**src/hw/rtl/kdm_pkg.sv**
```systemverilog
`default_nettype none

package kdm_pkg;

    // default sizing of the matcher
    localparam int MAX_PATTERN_DEF   = 32;
    localparam int ALPHABET_DEF      = 256;
    localparam int POSITION_BITS_DEF = 16;

    // entries in the queue between the front and back parts
    localparam int QUEUE_DEPTH = 2;

    // item opcodes
    typedef enum logic [1:0] {
        OP_CLEAR  = 2'd0,
        OP_APPEND = 2'd1,
        OP_TEXT   = 2'd2,
        OP_NOP    = 2'd3
    } t_opcode;

    // input transaction payload
    typedef struct packed {
        logic [1:0] opcode;
        logic [7:0] byte_value;
    } t_in_item;

    // result transaction payload
    typedef struct packed {
        logic        match_found;
        logic [15:0] match_start;
    } t_out_item;

    // classified command held in the queue
    typedef struct packed {
        t_opcode    op;
        logic [7:0] sym;
    } t_cmd;

    // back part sequencer states
    typedef enum logic [1:0] {
        BK_IDLE,
        BK_ZERO,
        BK_RESTART,
        BK_COPY
    } t_back_state;

endpackage

`default_nettype wire

```
**src/hw/rtl/kdm_fifo.sv**
```systemverilog
`default_nettype none

module kdm_fifo (
    input  wire logic          i_clk,
    input  wire logic          i_rst_n,
    input  wire logic          i_push,
    input  wire kdm_pkg::t_cmd i_cmd,
    input  wire logic          i_pop,
    output kdm_pkg::t_cmd      o_cmd,
    output logic               o_full,
    output logic               o_empty
);

    import kdm_pkg::*;

    localparam int PTR_W = (QUEUE_DEPTH > 1) ? $clog2(QUEUE_DEPTH) : 1;
    localparam int CNT_W = $clog2(QUEUE_DEPTH + 1);

    t_cmd             r_mem [QUEUE_DEPTH];
    logic [PTR_W-1:0] r_wr_ptr;
    logic [PTR_W-1:0] r_rd_ptr;
    logic [CNT_W-1:0] r_count;

    // pointer advance with wrap
    function automatic logic [PTR_W-1:0] ptr_next(input logic [PTR_W-1:0] p);
        logic [PTR_W-1:0] q;
        if (p == PTR_W'(QUEUE_DEPTH - 1)) begin
            q = '0;
        end else begin
            q = p + PTR_W'(1);
        end
        return q;
    endfunction

    // queue storage
    always_ff @(posedge i_clk) begin
        if (i_push) begin
            r_mem[r_wr_ptr] <= i_cmd;
        end
    end

    // pointers and fill level
    always_ff @(posedge i_clk) begin
        if (!i_rst_n) begin
            r_wr_ptr <= '0;
            r_rd_ptr <= '0;
            r_count  <= '0;
        end else begin
            if (i_push) begin
                r_wr_ptr <= ptr_next(r_wr_ptr);
            end
            if (i_pop) begin
                r_rd_ptr <= ptr_next(r_rd_ptr);
            end
            if (i_push && !i_pop) begin
                r_count <= r_count + CNT_W'(1);
            end else if (!i_push && i_pop) begin
                r_count <= r_count - CNT_W'(1);
            end
        end
    end

    assign o_cmd   = r_mem[r_rd_ptr];
    assign o_full  = (r_count == CNT_W'(QUEUE_DEPTH));
    assign o_empty = (r_count == '0);

endmodule

`default_nettype wire

```
**config.mk**
```make
export PLATFORM = sky130hd
export DESIGN_NAME = kdm_fifo
export DESIGN_NICKNAME = d
export VERILOG_FILES = /design/src/hw/rtl/kdm_pkg.sv /design/src/hw/rtl/kdm_fifo.sv
export SDC_FILE = /design/constraint.sdc
export NUM_CORES = 1
export LEC_CHECK = 0
export ABC_AREA = 1
export BUFFER_PORTS_ARGS = -buffer_cell sky130_fd_sc_hd__buf_2
export CAP_MARGIN = 20
export CORE_ASPECT_RATIO = 0.75
export CORE_MARGIN = 10
export CORE_UTILIZATION = 40
export DETAILED_ROUTE_END_ITERATION = 6
export SYNTH_ARGS = -nofsm -noshare
export SYNTH_HDL_FRONTEND = slang
export SYNTH_SLANG_ARGS = --single-unit
```
**constraint.sdc**
```tcl
create_clock -name i_clk -period 3.1 [get_ports i_clk]
set_clock_uncertainty 0.15 [all_clocks]
set_input_delay 0 -clock i_clk [delete_from_list [all_inputs] [get_ports i_clk]]
set_output_delay 0 -clock i_clk [all_outputs]
set_load 0.05 [all_outputs]
```
; ---- Word level (Yosys, flattened, before mapping)
; Memory sizes are Yosys's and may differ from the RTL's. A register that Yosys moved wholly into a read port is not among the register bits.
; Cells that the tools add are included.
[totals]
ff_bits = 4
mem_bits_rw = 20
inputBits = 14
memories = 1
[classes]
n_addsub = 4
n_eq_ne = 1
n_mux = 8
reduce_logical = 6
[mem_list]
columns = name, words, width, rd, rd_ports_with_merged_regs, write_ports, line
row1 = r_mem, 2, 10, 1, 1, 1, kdm_fifo.sv:19  ; t_cmd r_mem [QUEUE_DEPTH];
[ops]
columns = cell, n
row1 = 2-to-1 mux 1 bit, 6
row2 = 2-to-1 mux 2 bit, 2
row3 = adder 1 bit (second input constant), 2
row4 = adder 2 x 1 -> 2 bit (second input constant), 1
row5 = == test 2 bit (second input constant), 1
row6 = logical AND 1 bit, 2
row7 = logical NOT 1 bit, 2
row8 = logical NOT 2 bit, 1
row9 = nonzero test 2 bit, 1
row10 = subtractor 2 x 1 -> 2 bit (second input constant), 1

; ---- Depth between registers and ports, before layout
; Gate-level depths: netlist (run 1).
[depth]
word_depth = 4
depth_mapped = 8
depth_no_buf = 8

; ---- Worst setup path before layout (run 1)
; OpenSTA, ideal clock, no wires.
[synth_timing]
kind = register to register
startpoint = register r_wr_ptr
endpoint = memory r_mem[0][0] (netlist name) (enable)
setup_time_ns = 0.376
arrival_time_ns = 0.770
path_slack_ns = 1.803
path_stages_with_launch = 2
path_buffers = 0
synth_period_minus_slack_ns = 1.297
path_cell_list = dfxtp_1 > nor2_1
[synth_rtl]
columns = item, line
row1 = from (decl), kdm_fifo.sv:20  ; logic [PTR_W-1:0] r_wr_ptr;
row2 = from (signal assigned), kdm_fifo.sv:50  ; r_wr_ptr <= ptr_next(r_wr_ptr);
row3 = to (decl), kdm_fifo.sv:19
; No word-level cell before the write port.

==> results of run 1 <==
[stage by stage]
step	cells	hold slack, ns	util [%]	setup slack [ns]	power [mW]
final	141	0.249	55.4	1.43	0.666
after global routing	141	0.250	55.4	1.32	0.697
after CTS	141	0.233	55.4	1.39	0.678
after detailed placement	124	0.0415	48.5	1.55	0.526
after global placement	124	0.0436	48.5	1.64	0.524
after floorplan	66	-0.0511	-	1.80	0.494
[final cells by class]
type                    count  area share [%]
flip-flops and latches     25            55.3
repair buffers             38            20.1
multi-input cells          32            16.8
well taps                  34            3.36
inverters                   8            2.37
clock buffers               4            2.07
[layer usage]
metal / share of wire (%) / up-vias
li1: - / 309
met1: 45 / 272
met2: 49 / 16
met3: 5.2 / 2
met4: 0.83 / 0
met5: 0 / -
[logic make-up after synthesis]
logic type,share of synthesized area [%]
AOI/OAI and AO/OA,1.05
DFF,73.4
buffers and inverters,4.33
adders and majority gates,1.31
muxes,11.8
and+or+nand+nor,8.13
[critical path, cell delays in order, from the launching register on]
cell and delay, ns:
dfxtp_1 0.61, mux2_2 0.39, buf_2 0.21
[synthesized netlist by cell type]
cell type and n:
edfxtp_1 20, mux2_2 10, nor2_1 9, inv_1 7, nand2_1 7, dfxtp_1 5
a21oi_1 1, buf_6 1, ha_1 1, inv_2 1, nand2_2 1, nand3_1 1
nand4_1 1, o21ai_0 1
[power groups by stage]
stage / Combinational [mW] / Sequential, mW / Clock, mW
2_1_floorplan: 0.0976 / 0.397 / 0
3_3_place_gp: 0.122 / 0.402 / 0
3_5_place_dp: 0.124 / 0.402 / 0
4_1_cts: 0.137 / 0.394 / 0.146
5_1_grt: 0.145 / 0.397 / 0.156
6_report: 0.135 / 0.394 / 0.137
[registers in the layout (all words and copies together), names as in the netlist, named ones only]
| register | cells |
|---|---|
| r_count | 2 |
| r_rd_ptr | 1 |
| r_wr_ptr | 1 |
| r_mem | 20 |
[what timing repair did]
action                                 CTS  global route
setup endpoints to repair                0             0
buffers inserted                         0             0
hold buffers                            13             0
endpoints found under the hold margin   25             0
[final timing paths]
path	startpoint	end	cells past startpoint
setup / recovery	flip-flop	o_cmd[5]	2
hold / removal	i_cmd[5]	r_mem[1][5]	2
hold reg to reg	r_wr_ptr	r_wr_ptr	2
setup reg to reg	r_wr_ptr	r_mem[0][4]	1
==> results.md, run 1 <==
- Switching part of the total power: ~28%
- Htree depth: 1
- Clk pwr share: 20.6%
- Vias in the first global route: 601
- Max-slew violations: 0
- CTS resizes: 0
- Cell Area, Synth: 955 um^2
- Worst Path Required: 2.95 ns
- Clock Latency Late Sink: approximately 0.31 ns
- I/O Pins: 26
- Crit. End Element: primary output
- Period Utilization, post-route: 53.9%
- Layout cell share with drive strength beyond 1: ~37%
- Setup-failing EPs final: 0
- Crit-path max FO: 10
- Grt ovf: 0
- Synth cell types: 14
- Total routed wirelength: 1680 um
- Finished layout cell area: 1270 um^2
- Gr busiest metal: met2
- Fin nets: around 120
- Synth top area cells: edfxtp_1 63%, mux2_2 12%, dfxtp_1 10%
- Drt pass-1 iters: 4
- Fin crit period: 1.67 ns
- Commonest non-fill, non-tap cell in the layout: buf_2
- Chip width: about 76 um
- Synth warn: 0
- Syn Nets: 81
- CP arrival: roughly 1.5 ns
- Switch Pwr: 186 uW
- Root Buffer: clkbuf_4
- Wire length per cell: around 12 um
- GR Util met3: 3.45%
- Rel. slew slack: a little over two fifths
- Worst R2R Setup Slack: 1.58 ns
- Fill cell count: 214
- TritonCTS Buffers: 3
- Cells after Synth: 66
- DRT iter0 DRCs: approximately 50
- RSZ-0062 raised after global routing: false
- Vias: 599
- Final Wtd Congestion: approximately 0.7
- Routed Antenna Nets: 0
- Full die area: 4760 um^2
- Multi-input logic area: 213 um^2
- Final hold violation count: 0
- Port Buffers: 25
- Dpl hpwl: 1220 um
- DIE HEIGHT: a little over 60 um
- Global-route usage over all layers: slightly above 7%
- Setup TNS Final: 0 ns
- Yosys top cell area share: 62.9%
- Setup CP Type: reg2out
- Sequential element share of the synthesized area: roughly three quarters
- Seq cells post-synth: 25
- CTS tree: yes
- Vias per cell: 4.25
- Largest net degree at the start of global routing: 14
- Clock slew at reported path FFs: 0.12 ns
- Sink Count: 25
- First-pass GRT wire length: 2750 um
- Number of remaining DRC errors: 0
- PD cells: 526 nW/um^2
- Fmax: 599 MHz
- Maxcap violations: 0
- Worst VDD drop: 371 uV
- Area occupied by registers: 701 um^2
- Initial antenna violation count: 0
- Max Root-Sink Buffers: 2
- Worst-margin pin slew: 0.854 ns
- Outcome: finished, final reports clean
- Placed instance area: around 1100 um^2
- Logic gate share of total power: between 20% and 30%
- ANT cells: 0
- Grt met1 use: about 8%
- Row cnt: 15
- Core box area: 2290 um^2
- Internal: 480 uW
- P&R area growth vs syn: 32.8%
- Static leakage: 0.528 nW
- HP Class: in2reg
- CP startpoint kind: flip-flop
- Largest area contributor in the netlist: edfxtp_1
- Global-route met2 utilization: 11.3%
- Synth Area per Inst: 14.5 um^2
- Starting Density: 41.7%
- Reg power frac: a little under 60%
- Most frequent cells in the layout: 25 x buf_2, 20 x edfxtp_1, 13 x dlygate4sd3_1, 10 x mux2_2, 9 x nor2_1
Power figures use the tool's default switching activity.
==> run 2, diff against run 1 <==
--- a/config.mk
+++ b/config.mk
@@ -12,6 +12,7 @@
 export CORE_MARGIN = 10
 export CORE_UTILIZATION = 40
 export DETAILED_ROUTE_END_ITERATION = 6
+export PLACE_DENSITY = 0.66
 export SYNTH_ARGS = -nofsm -noshare
 export SYNTH_HDL_FRONTEND = slang
 export SYNTH_SLANG_ARGS = --single-unit
==> constraint.sdc (replaced) <==
create_clock -name i_clk -period 1.44 [get_ports i_clk]
set_clock_uncertainty 0.15 [all_clocks]
set_input_delay 0 -clock i_clk [delete_from_list [all_inputs] [get_ports i_clk]]
set_output_delay 0 -clock i_clk [all_outputs]
set_load 0.05 [all_outputs]
==> run 2 against run 1 <==
  * Critical path depth increased by 1
  * Sequential cell count unchanged
  * Routed wire length increased by 12%
  * Total power increased by 130%
  * Combinational power increased to 2.9 times the previous value
  * Clock-buffer cell count unchanged
==> results.md, run 2 (synthesis results as in run 1) <==
- Outcome: finished, final reports clean
- RSZ-0062 raised after global routing: true
- Htree depth: 1 (unchanged)
- Root Buffer: clkbuf_4
- Biggest register: r_mem
- Clk pwr share: 19.4% (-1.2 points)
- Hold Path Stages: 2 (unchanged)
- Max stage delay on crit path: 0.37 ns (-0.24 ns)
- Multi-input logic area: 250 um^2 (+18%)
- Clock Latency Late Sink: 0.30 ns (about the same)
- Core box area: 2290 um^2 (unchanged)
- Starting Density: 41.7% (unchanged)
- Global-route usage over all layers: 7.60% (+0.54 points)
- Fill cell count: 183 (-14%)
- FF-to-FF path depth: 2 (+1)
- CP max stage cell: dfxtp_2
- Cell Chain, Critical Path: buf_6, mux2_4, buf_8
- Drt pass-1 iters: 4 (unchanged)
- Rel. slew slack: 73.7% (+31 points)
- Hold Path End: r_mem[0][3]
- HP Class: in2reg
- TritonCTS Buffers: 3 (unchanged)
- Crit-path max FO: 5 (-5)
- Worst Path Required: 1.29 ns (-1.66 ns)
- Grt ovf: 0 (unchanged)
- Port Buffers: 25 (unchanged)
- Area occupied by registers: 702 um^2 (+0.18%)
- Worst R2R Setup Slack: 0.22 ns (-1.36 ns)
- Chip width: 76.4 um (unchanged)
- Internal: 1.11 mW (+130%)
- Period Utilization, post-route: 99.4%
- CTS tree: yes
- Final Wtd Congestion: 0.745 (+4.0%)
- Worst VDD drop: 760 uV (+100%)
- CP startpoint kind: flip-flop
- Max-slew violations: 0 (unchanged)
- Number of remaining DRC errors: 0 (unchanged)
- PD cells: 1070 nW/um^2 (+100%)
- Clock slew at reported path FFs: 0.12 ns (about the same)
- Biggest regs: r_mem x20, r_count x2
- I/O Pins: 26 (unchanged)
- Power, Total: 1.53 mW (+130%)
- Full die area: 4760 um^2 (unchanged)
- Dpl hpwl: 1190 um (-2.1%)
- Static leakage: 0.618 nW (+17%)
- Switch Pwr: 424 uW (+130%)
- Switching part of the total power: 27.6% (-0.29 points)
- Total routed wirelength: 1890 um (+12%)
- Row cnt: 15 (unchanged)
- Fin crit period: 1.43 ns
- Max Root-Sink Buffers: 2 (unchanged)
- Vias in the first global route: 666 (+11%)
- Total setup buffers inserted after CTS: 0 (unchanged)
- Fin nets: 126 (+2.4%)
- Crit. End Element: primary output
- Setup-failing EPs final: 0 (unchanged)
- Crit path buf inv count: 2 (+1)
- DRT iter0 DRCs: 12 (-76%)
- First-pass GRT wire length: 2950 um (+7.0%)
- Reg2reg end: r_mem[1][8]
- Largest net degree at the start of global routing: 14 (unchanged)
- Layout cell share with drive strength beyond 1: 40.0% (+2.6 points)
- R2r startpoint: r_wr_ptr
- Hold Crit Start: i_cmd[3]
- Final std cells w/o fill: 144 (+2.1%)
- Wire length per cell: 13.1 um (+9.6%)
- Setup CP Type: reg2out
- Max FFs per register: 20 (unchanged)
- Vias: 619 (+3.3%)
- Worst-margin pin slew: 0.394 ns (-0.460 ns)
- Commonest non-fill, non-tap cell in the layout: edfxtp_1
- Total placed cells including tap cells: 126 (+1.6%)
- Vias per cell: 4.30 (+1.2%)
- Top delay family on crit path: flip-flops
- Setup TNS Final: 0 ns (unchanged)
- Logic gate share of total power: 25.6% (+5.4 points)
- ANT cells: 0 (unchanged)
- P&R area growth vs syn: 50.5%
- Sink Count: 25 (unchanged)
- CP arrival: 1.28 ns (-0.24 ns)
- Final hold violation count: 0 (unchanged)
- Maxcap violations: 0 (unchanged)
- DIE HEIGHT: 62.3 um (unchanged)
- Most frequent cells in the layout: 20 x edfxtp_1, 15 x buf_2, 13 x dlygate4sd3_1, 10 x mux2_4, 10 x buf_8
- Reg power frac: 55.1% (-4.0 points)
- Routed Antenna Nets: 0 (unchanged)
- Fmax: 699 MHz
- Initial antenna violation count: 0 (unchanged)
[run 2: area by class of cell]
cell class                 instances  area share [%]
sequential                        25            48.9
timing repair buffer              41            26.8
multi-input combinational         32            17.4
tap                               34            2.96
inverter                           8            2.09
clock buffer                       4            1.83
[run 2: what timing repair did]
action,4_1_cts,5_1_grt
setup endpoints to repair,10,10
hold buffers,13,0
gates cloned,1,0
endpoints found under the hold margin,25,0
gates resized for setup,28,16
[run 2: how the worst max path moves through the flow]
| stage | start | end | slack (ns) | cells past startpoint |
|---|---|---|---|---|
| final | flip-flop | o_cmd[8] | 0.009 | 3 |
| after global routing | flip-flop | o_cmd[2] | -0.05 | 3 |
| after global placement | r_wr_ptr | r_mem[1][6] | 0.25 | 2 |
| after CTS | flip-flop | o_cmd[5] | -0.02 | 3 |
| after detailed placement | r_wr_ptr | r_mem[1][6] | 0.23 | 2 |
| after floorplan | r_wr_ptr | r_mem[0][0] | 0.14 | 1 |
[run 2: power groups by stage]
stage,sequential [mW],clock [mW],combinational (mW)
after global placement,0.857,0,0.277
after global routing,0.849,0.347,0.414
after detailed placement,0.857,0,0.281
after CTS,0.843,0.310,0.359
final,0.845,0.297,0.392
after floorplan,0.854,0,0.210
[run 2: layer usage]
metal	GRT usage [%]	routed length [um]
met5	0	0
met2	12.5	913
met4	2.08	18
met3	4.45	122
met1	8.12	830
[run 2: stage by stage]
step | setup slack (ns) | utilization [%] | hold slack (ns) | instance area (um^2)
after global routing | -0.0510 | 62.7 | 0.236 | 1440
after floorplan | 0.143 | - | -0.0511 | 955
after CTS | -0.0238 | 60.1 | 0.241 | 1380
after global placement | 0.248 | 49.2 | 0.0430 | 1130
final | 0.00907 | 62.7 | 0.259 | 1440
after detailed placement | 0.232 | 49.2 | 0.0435 | 1130
